==> config.mk <==
export PLATFORM = sky130hd
export DESIGN_NAME = mfde_div
export DESIGN_NICKNAME = d
export VERILOG_FILES = /design/src/sv/mfde_pkg.sv /design/src/sv/mfde_div.sv
export SDC_FILE = /design/constraint.sdc
export NUM_CORES = 1
export LEC_CHECK = 0
export BUFFER_PORTS_ARGS = -buffer_cell sky130_fd_sc_hd__buf_2
export CORE_MARGIN = 1
export CORE_UTILIZATION = 57
export CTS_CLUSTER_DIAMETER = 40
export DETAILED_ROUTE_END_ITERATION = 7
export PLACE_DENSITY = 0.85
export SYNTH_ARGS = -nofsm -noshare
export SYNTH_HDL_FRONTEND = slang
export SYNTH_SLANG_ARGS = --single-unit
==> constraint.sdc <==
create_clock -name clk -period 5.39 [get_ports clk]
set_input_delay 0.539 -clock clk [delete_from_list [all_inputs] [get_ports clk]]
set_output_delay 0.539 -clock clk [all_outputs]
set_load 0.03 [all_outputs]
==> src/sv/mfde_pkg.sv <==
// ----------------------------------------------------------------------------
// mfde_pkg
// Shared types and constants of the monochrome frame buffer draw engine.
// ----------------------------------------------------------------------------
`default_nettype none
package mfde_pkg;
	localparam int PANEL_WIDTH  = 128;
	localparam int PANEL_HEIGHT = 64;
	localparam int FB_PAGES     = (PANEL_HEIGHT + 7) / 8;
	localparam int FB_BYTES     = PANEL_WIDTH * FB_PAGES;
	localparam int ADDR_W       = $clog2(FB_BYTES);
	// signed coordinate width, wide enough for centre +/- radius
	localparam int CRD_W        = 10;

	typedef enum logic [2:0] {
		MODE_SET   = 3'd0,
		MODE_CLEAR = 3'd1,
		MODE_LINE  = 3'd2,
		MODE_CIRC  = 3'd3,
		MODE_CLS   = 3'd4,
		MODE_READ  = 3'd5,
		MODE_RSV6  = 3'd6,
		MODE_RSV7  = 3'd7
	} mode_t;

	typedef struct packed {
		logic [2:0]  mode;
		logic [6:0]  x_first;
		logic [5:0]  y_first;
		logic [6:0]  x_second;
		logic [5:0]  y_second;
		logic [6:0]  radius;
		logic [9:0]  byte_address;
	} req_t;

	typedef struct packed {
		logic       status;
		logic [7:0] read_data;
	} rsp_t;

	typedef enum logic [4:0] {
		ST_IDLE,
		ST_DIV,
		ST_LPLOT,
		ST_LRD,
		ST_LWR,
		ST_LEND,
		ST_CPT,
		ST_CRD,
		ST_CWR,
		ST_CUPD,
		ST_PRD,
		ST_PWR,
		ST_CLS,
		ST_RRD,
		ST_RWT,
		ST_DONE
	} state_t;
endpackage
`default_nettype wire

==> src/sv/mfde_div.sv <==
// ----------------------------------------------------------------------------
// mfde_div
// Restoring divider, one quotient bit a cycle, for the line slope.
// ----------------------------------------------------------------------------
`default_nettype none
module mfde_div import mfde_pkg::*; (
	input  wire logic        clk,
	input  wire logic        arst_n,
	input  wire logic        start,
	input  wire logic [23:0] dividend,
	input  wire logic [7:0]  divisor,
	output logic             busy,
	output logic [23:0]      quotient
);
	logic [23:0] quo_q;
	logic [8:0]  rem_q;
	logic [7:0]  dvs_q;
	logic [4:0]  cnt_q;
	logic [8:0]  trial;
	logic [8:0]  diff;

	assign trial    = {rem_q[7:0], quo_q[23]};
	assign diff     = trial - {1'b0, dvs_q};
	assign quotient = quo_q;

	always_ff @(posedge clk or negedge arst_n) begin
		if (!arst_n) begin
			busy  <= 1'b0;
			cnt_q <= '0;
		end else if (start) begin
			busy  <= 1'b1;
			cnt_q <= 5'd23;
		end else if (busy) begin
			if (cnt_q == 5'd0) begin
				busy <= 1'b0;
			end
			cnt_q <= cnt_q - 5'd1;
		end
	end

	always_ff @(posedge clk) begin
		if (start) begin
			quo_q <= dividend;
			rem_q <= '0;
			dvs_q <= divisor;
		end else if (busy) begin
			if (!diff[8]) begin
				rem_q <= diff;
				quo_q <= {quo_q[22:0], 1'b1};
			end else begin
				rem_q <= trial;
				quo_q <= {quo_q[22:0], 1'b0};
			end
		end
	end
endmodule
`default_nettype wire

Word-level counts from Yosys, hierarchy flattened
Index checks and enable logic that the tools add are counted.

cells by class
  mux-type cells = 9
  reductions and logical operators = 2
  $add $sub $neg = 2

operators by type and width
  cell                                                                 count
  24-bit 2-to-1 mux                                                    2
  5-bit 2-to-1 mux                                                     2
  9-bit by 8-bit subtractor with 9-bit output                          1
  8-bit 2-to-1 mux                                                     1
  5-bit logical NOT                                                    1
  5-bit by 1-bit subtractor with 5-bit output (second input constant)  1
  1-bit 2-to-1 mux                                                     4
  2-bit nonzero test                                                   1

word-level totals
  input bits = 35
  logic and storage cells = 18
  register bits after elaboration = 46
  output and inout bits = 25

Logic depth before layout (Yosys ltp)
  depth in word-level cells = 4
  gate-level depth with buffers = 8
  gate-level depth less buffers = 8

Least setup slack after synthesis
No wires, ideal clock.

  path kind = register to register
  from = reg quo_q[23] (netlist: quotient[23])
  to = reg quo_q[0] (netlist: quotient[0]), data pin
  cell stages (with the launch flop) = 9
  arrival = 2.200 ns
  path slack = 2.930 ns
  buffers on the path = 0
  required time = 5.130 ns
  period minus slack after synthesis = 2.460 ns
  setup time = 0.260 ns
  cell sequence = edfxtp_1 -> inv_1 -> ha_1 -> fa_1 -> nor2b_1 -> o211a_2 -> or2_1 -> nand3_2 -> mux2_2

on the way
  longest elaborated chain between the ends = 4

RTL lines
  item                                         RTL line        source
  start, declared                              mfde_div.sv:15  logic [23:0] quo_q;
  start signal, assigned                       mfde_div.sv:43  quo_q <= dividend;
  start signal, assigned                       mfde_div.sv:49  quo_q <= {quo_q[22:0], 1'b1};
  start signal, assigned                       mfde_div.sv:52  quo_q <= {quo_q[22:0], 1'b0};
  9-bit by 8-bit subtractor with 9-bit output  mfde_div.sv:23  assign diff = trial - {1'b0, dvs_q};
  1-bit 2-to-1 mux                             mfde_div.sv:47  if (!diff[8]) begin
  24-bit 2-to-1 mux                            mfde_div.sv:46  end else if (busy) begin
  24-bit 2-to-1 mux                            mfde_div.sv:42  if (start) begin

No other way between the ends. The select of a mux whose other input is x is not followed.
A chain may end at the register's enable or synchronous reset.

Worst setup path in the final report
  from = in start
  to = reg quo_q[15] (netlist: quotient[15]), enable pin

on the way
  longest elaborated chain between the ends = 1

RTL lines
  item                          RTL line       source
  start, declared               mfde_div.sv:9  input wire logic start,
  2-bit nonzero test (no line)  n/a

No other way between the ends.

==> reports/results.tsv <==
stage	metric	value	unit
outcome	status	complete, no violations	
routing	Total Wirelength	4590	um
global_route	total gr overflow	0	
logic_synthesis	synth top area cells	edfxtp_1 40%, mux2_2 11%, dfxtp_1 6.7%	
global_route	first-pass GRT wire length	7140	um
logic_synthesis	main combinational cell family by area after synthesis	compound AO/OA/AOI/OAI gates	
power	P per Cell Area	390	nW/um^2
cells_and_area	multi-input logic area	1040	sq um
global_route	largest net degree at the start of global routing	43	
clock_tree	# clock sinks	46	
floorplanning	Die X	66.9	um
routing	Routed Antenna Nets	0	
cells_and_area	Fillers	284	
power	Pint	0.705	mW
clock_tree	clock buffer count from CTS	5	
global_route	vias in the first global route	1595	
logic_synthesis	number of synthesized register bits	46	
power	Gate power share	0.379	
logic_synthesis	share of async-settable or async-resettable flops after synthesis	0.130	
logic_synthesis	Post-synth EDFFs	32	
logic_synthesis	Ys Warns	0	
place	placed wire-length estimate	3440	um
logic_synthesis	Syn Inst Count	200	
clock_tree	clock transition at the registers of the reported paths	0.08	ns
critical_path	worst path arrival time	2.39	ns
routing	via-per-instance ratio	5.69	
routing	# DRC	0	
cells_and_area	ant diodes	0	
critical_path	Critical Path RT	5.31	ns
power	clock power share	0.188	
power	Leak Pwr	1.23	nW
floorplanning	num rows	23	
logic_synthesis	post-synthesis area per instance	12.0	sq um
critical_path	CP delay by family, top	buffers and inverters	
cells_and_area	Final Util	0.698	
place	Final Wtd Congestion	0.864	
job	Max-Cap Viols	0	
critical_path	Worst Path Buf+Inv	2	
timing	minimum clock period after layout	2.47	ns
floorplanning	initial core utilization	0.595	
clock_tree	clk root buf	clkbuf_8	
floorplanning	full die area	4470	sq um
logic_synthesis	Primary FF master, synth	edfxtp_1	
logic_synthesis	Compound-Gate Fraction of Synth Area	0.136	
timing	final worst-path cycle share	0.459	
critical_path	CP startpoint kind	primary input	
cells_and_area	register area	1270	sq um
clock_tree	clock latency on the worst-skew pair	0.30	ns
timing	setup_tns	0	ns
cells_and_area	Final Cell Area	2810	sq um
floorplanning	die height	66.9	um
critical_path	WP depth	3	
logic_synthesis	Synth Area in Adders	0.0553	
timing	Max transition margin	0.359	
timing	Slew Viols, Final	0	
floorplanning	IO Count	60	
clock_tree	hold buffers post-CTS	0	
routing	routed via count	1759	
cells_and_area	Layout area overhead	17.2	%
cells_and_area	commonest cells after routing, fill and taps aside	59 x buf_2, 32 x edfxtp_1, 24 x mux2_2	
clock_tree	CTS resizes	0	
global_route	total track usage	0.217	
logic_synthesis	area share of the largest cell type after synthesis	0.401	
critical_path	CP max stage delay	0.81	ns
cells_and_area	Final #Nets	303	
clock_tree	maximum clock path buffer count	2	
logic_synthesis	Mapped Area	2400	sq um
timing	Fmax	404	MHz
cells_and_area	commonest non-fill, non-tap cell in the layout	buf_2	
clock_tree	H-tree lvl count	2	
logic_synthesis	Synth area leader	edfxtp_1	
critical_path	Max Fanout on Critical Path	42	
logic_synthesis	post-synthesis mux area share	0.113	
worst_hold_path	HP Class	primary input to async pin	
power	Max VDD drop	0.231	mV
timing	Hold Fails Final Rpt	0	
clock_tree	Setup Buffers After CTS	0	
logic_synthesis	syn_nets	245	
routing	1st-iter DRT viols	72	
critical_path	WS Path Type	primary input to register	
power	Flop pwr share	0.433	
critical_path	CP max-delay cell	nand2_1	
timing	Post-Route Skew	0.0105	ns
place	port buffer count	59	
critical_path	Critical Path, Cell by Cell	buf_2, inv_1, nand2_1	
timing	Setup violations, final	0	
power	total power	1.10	mW
floorplanning	Core ar.	4030	sq um
logic_synthesis	xor/xnor cell area share of the yosys netlist	0.0256	
place	Placed Cells	301	
cells_and_area	layout cells sized above 1	0.386	
timing	RSZ-0062 raised after global routing	false	
global_route	initial antenna violation count	0	
logic_synthesis	Post-Synth Simple-Gate Area	0.104	
clock_tree	TritonCTS clock tree	done	
cells_and_area	final non-filler cell total	309	
timing	Final WS setup	2.92	ns
place	Setup WS pre-CTS	2.55	ns
routing	per-cell routed wire length	14.9	um
logic_synthesis	post-synthesis cell type count	47	
power	Sw Share	0.358	
place	dpl cell area	2720	sq um
critical_path	FF-to-FF path depth	8	
critical_path	crit end category	register	
routing	First-pass DRT Iterations	4	
power	sw power	0.392	mW
timing	Worst-Margin Slew	0.959	ns
logic_synthesis	sequential-to-total area share from yosys stat	0.530	
timing	hold_ws	0.0473	ns
-- metal layers --
layer	global-route usage	vias up	part of all wire
li1	-	871	-
met1	0.287	830	0.44
met2	0.359	50	0.51
met3	0.0377	8	0.038
met4	0.0745	0	0.015
met5	0	-	0
-- final timing paths --
path,end,from,slack [ns]
worst min register to register,rem_q[2]$_SDFFE_PP0P_,rem_q[2]$_SDFFE_PP0P_,0.51
worst max-delay path,quotient[15]$_DFFE_PP_,start,2.92
max in group asynchronous,cnt_q[0]$_DFFE_PN0P_,arst_n,5.21
worst max register to register,quotient[0]$_DFFE_PP_,quotient[23]$_DFFE_PP_,2.93
worst min-delay path,cnt_q[4]$_DFFE_PN0P_,arst_n,0.05
min in group clk,dvs_q[2]$_DFFE_PP_,divisor[2],0.42
-- cells in the mapped netlist, types with 2 or more instances --
master and number:
nand4_1 3, o211ai_1 3, nor4_1 2, inv_1 15, clkbuf_1 6, a31o_1 2
nor3_1 3, o21ai_0 9, dfrtp_1 6, o41ai_1 2, a21oi_1 5, or4_4 2
buf_2 2, edfxtp_1 32, a31oi_1 2, nor2_1 7, dfxtp_1 8, nor2b_1 3
ha_1 9, nand3_1 7, a311oi_1 3, nand2_1 13, xnor2_1 5, xor2_1 2
a21o_1 4, mux2_2 24
-- final cells by class --
class                   count  area share
well taps                  50      0.0223
flip-flops and latches     46       0.452
multi-input cells         131       0.369
clock buffers               5      0.0245
clock inverters             3     0.00668
repair buffers             59       0.105
inverters                  15      0.0200
-- power groups by stage --
stage                     Sequential [mW]  Clock, mW  Combinational [mW]
after detailed placement            0.482          0               0.412
after CTS                           0.474      0.209               0.414
after floorplan                     0.524          0               0.272
after global placement              0.480          0               0.402
after global routing                0.483      0.221               0.460
final                               0.475      0.206               0.416
-- logic make-up (layout without fill, tap and decap cells) --
family | after synthesis | in the layout
compound gates | 43 | 43
xor+xnor | 7 | 7
fa+ha+maj | 10 | 10
buf+inv | 23 | 82
flops | 46 | 46
mux | 24 | 24
simple gates | 47 | 47
-- registers in the layout, summed over array words and instances, names as in the netlist --
name,flops
quotient,24
dvs_q,8
rem_q,8
cnt_q,5
busy,1
Power figures use the tool's default switching activity.
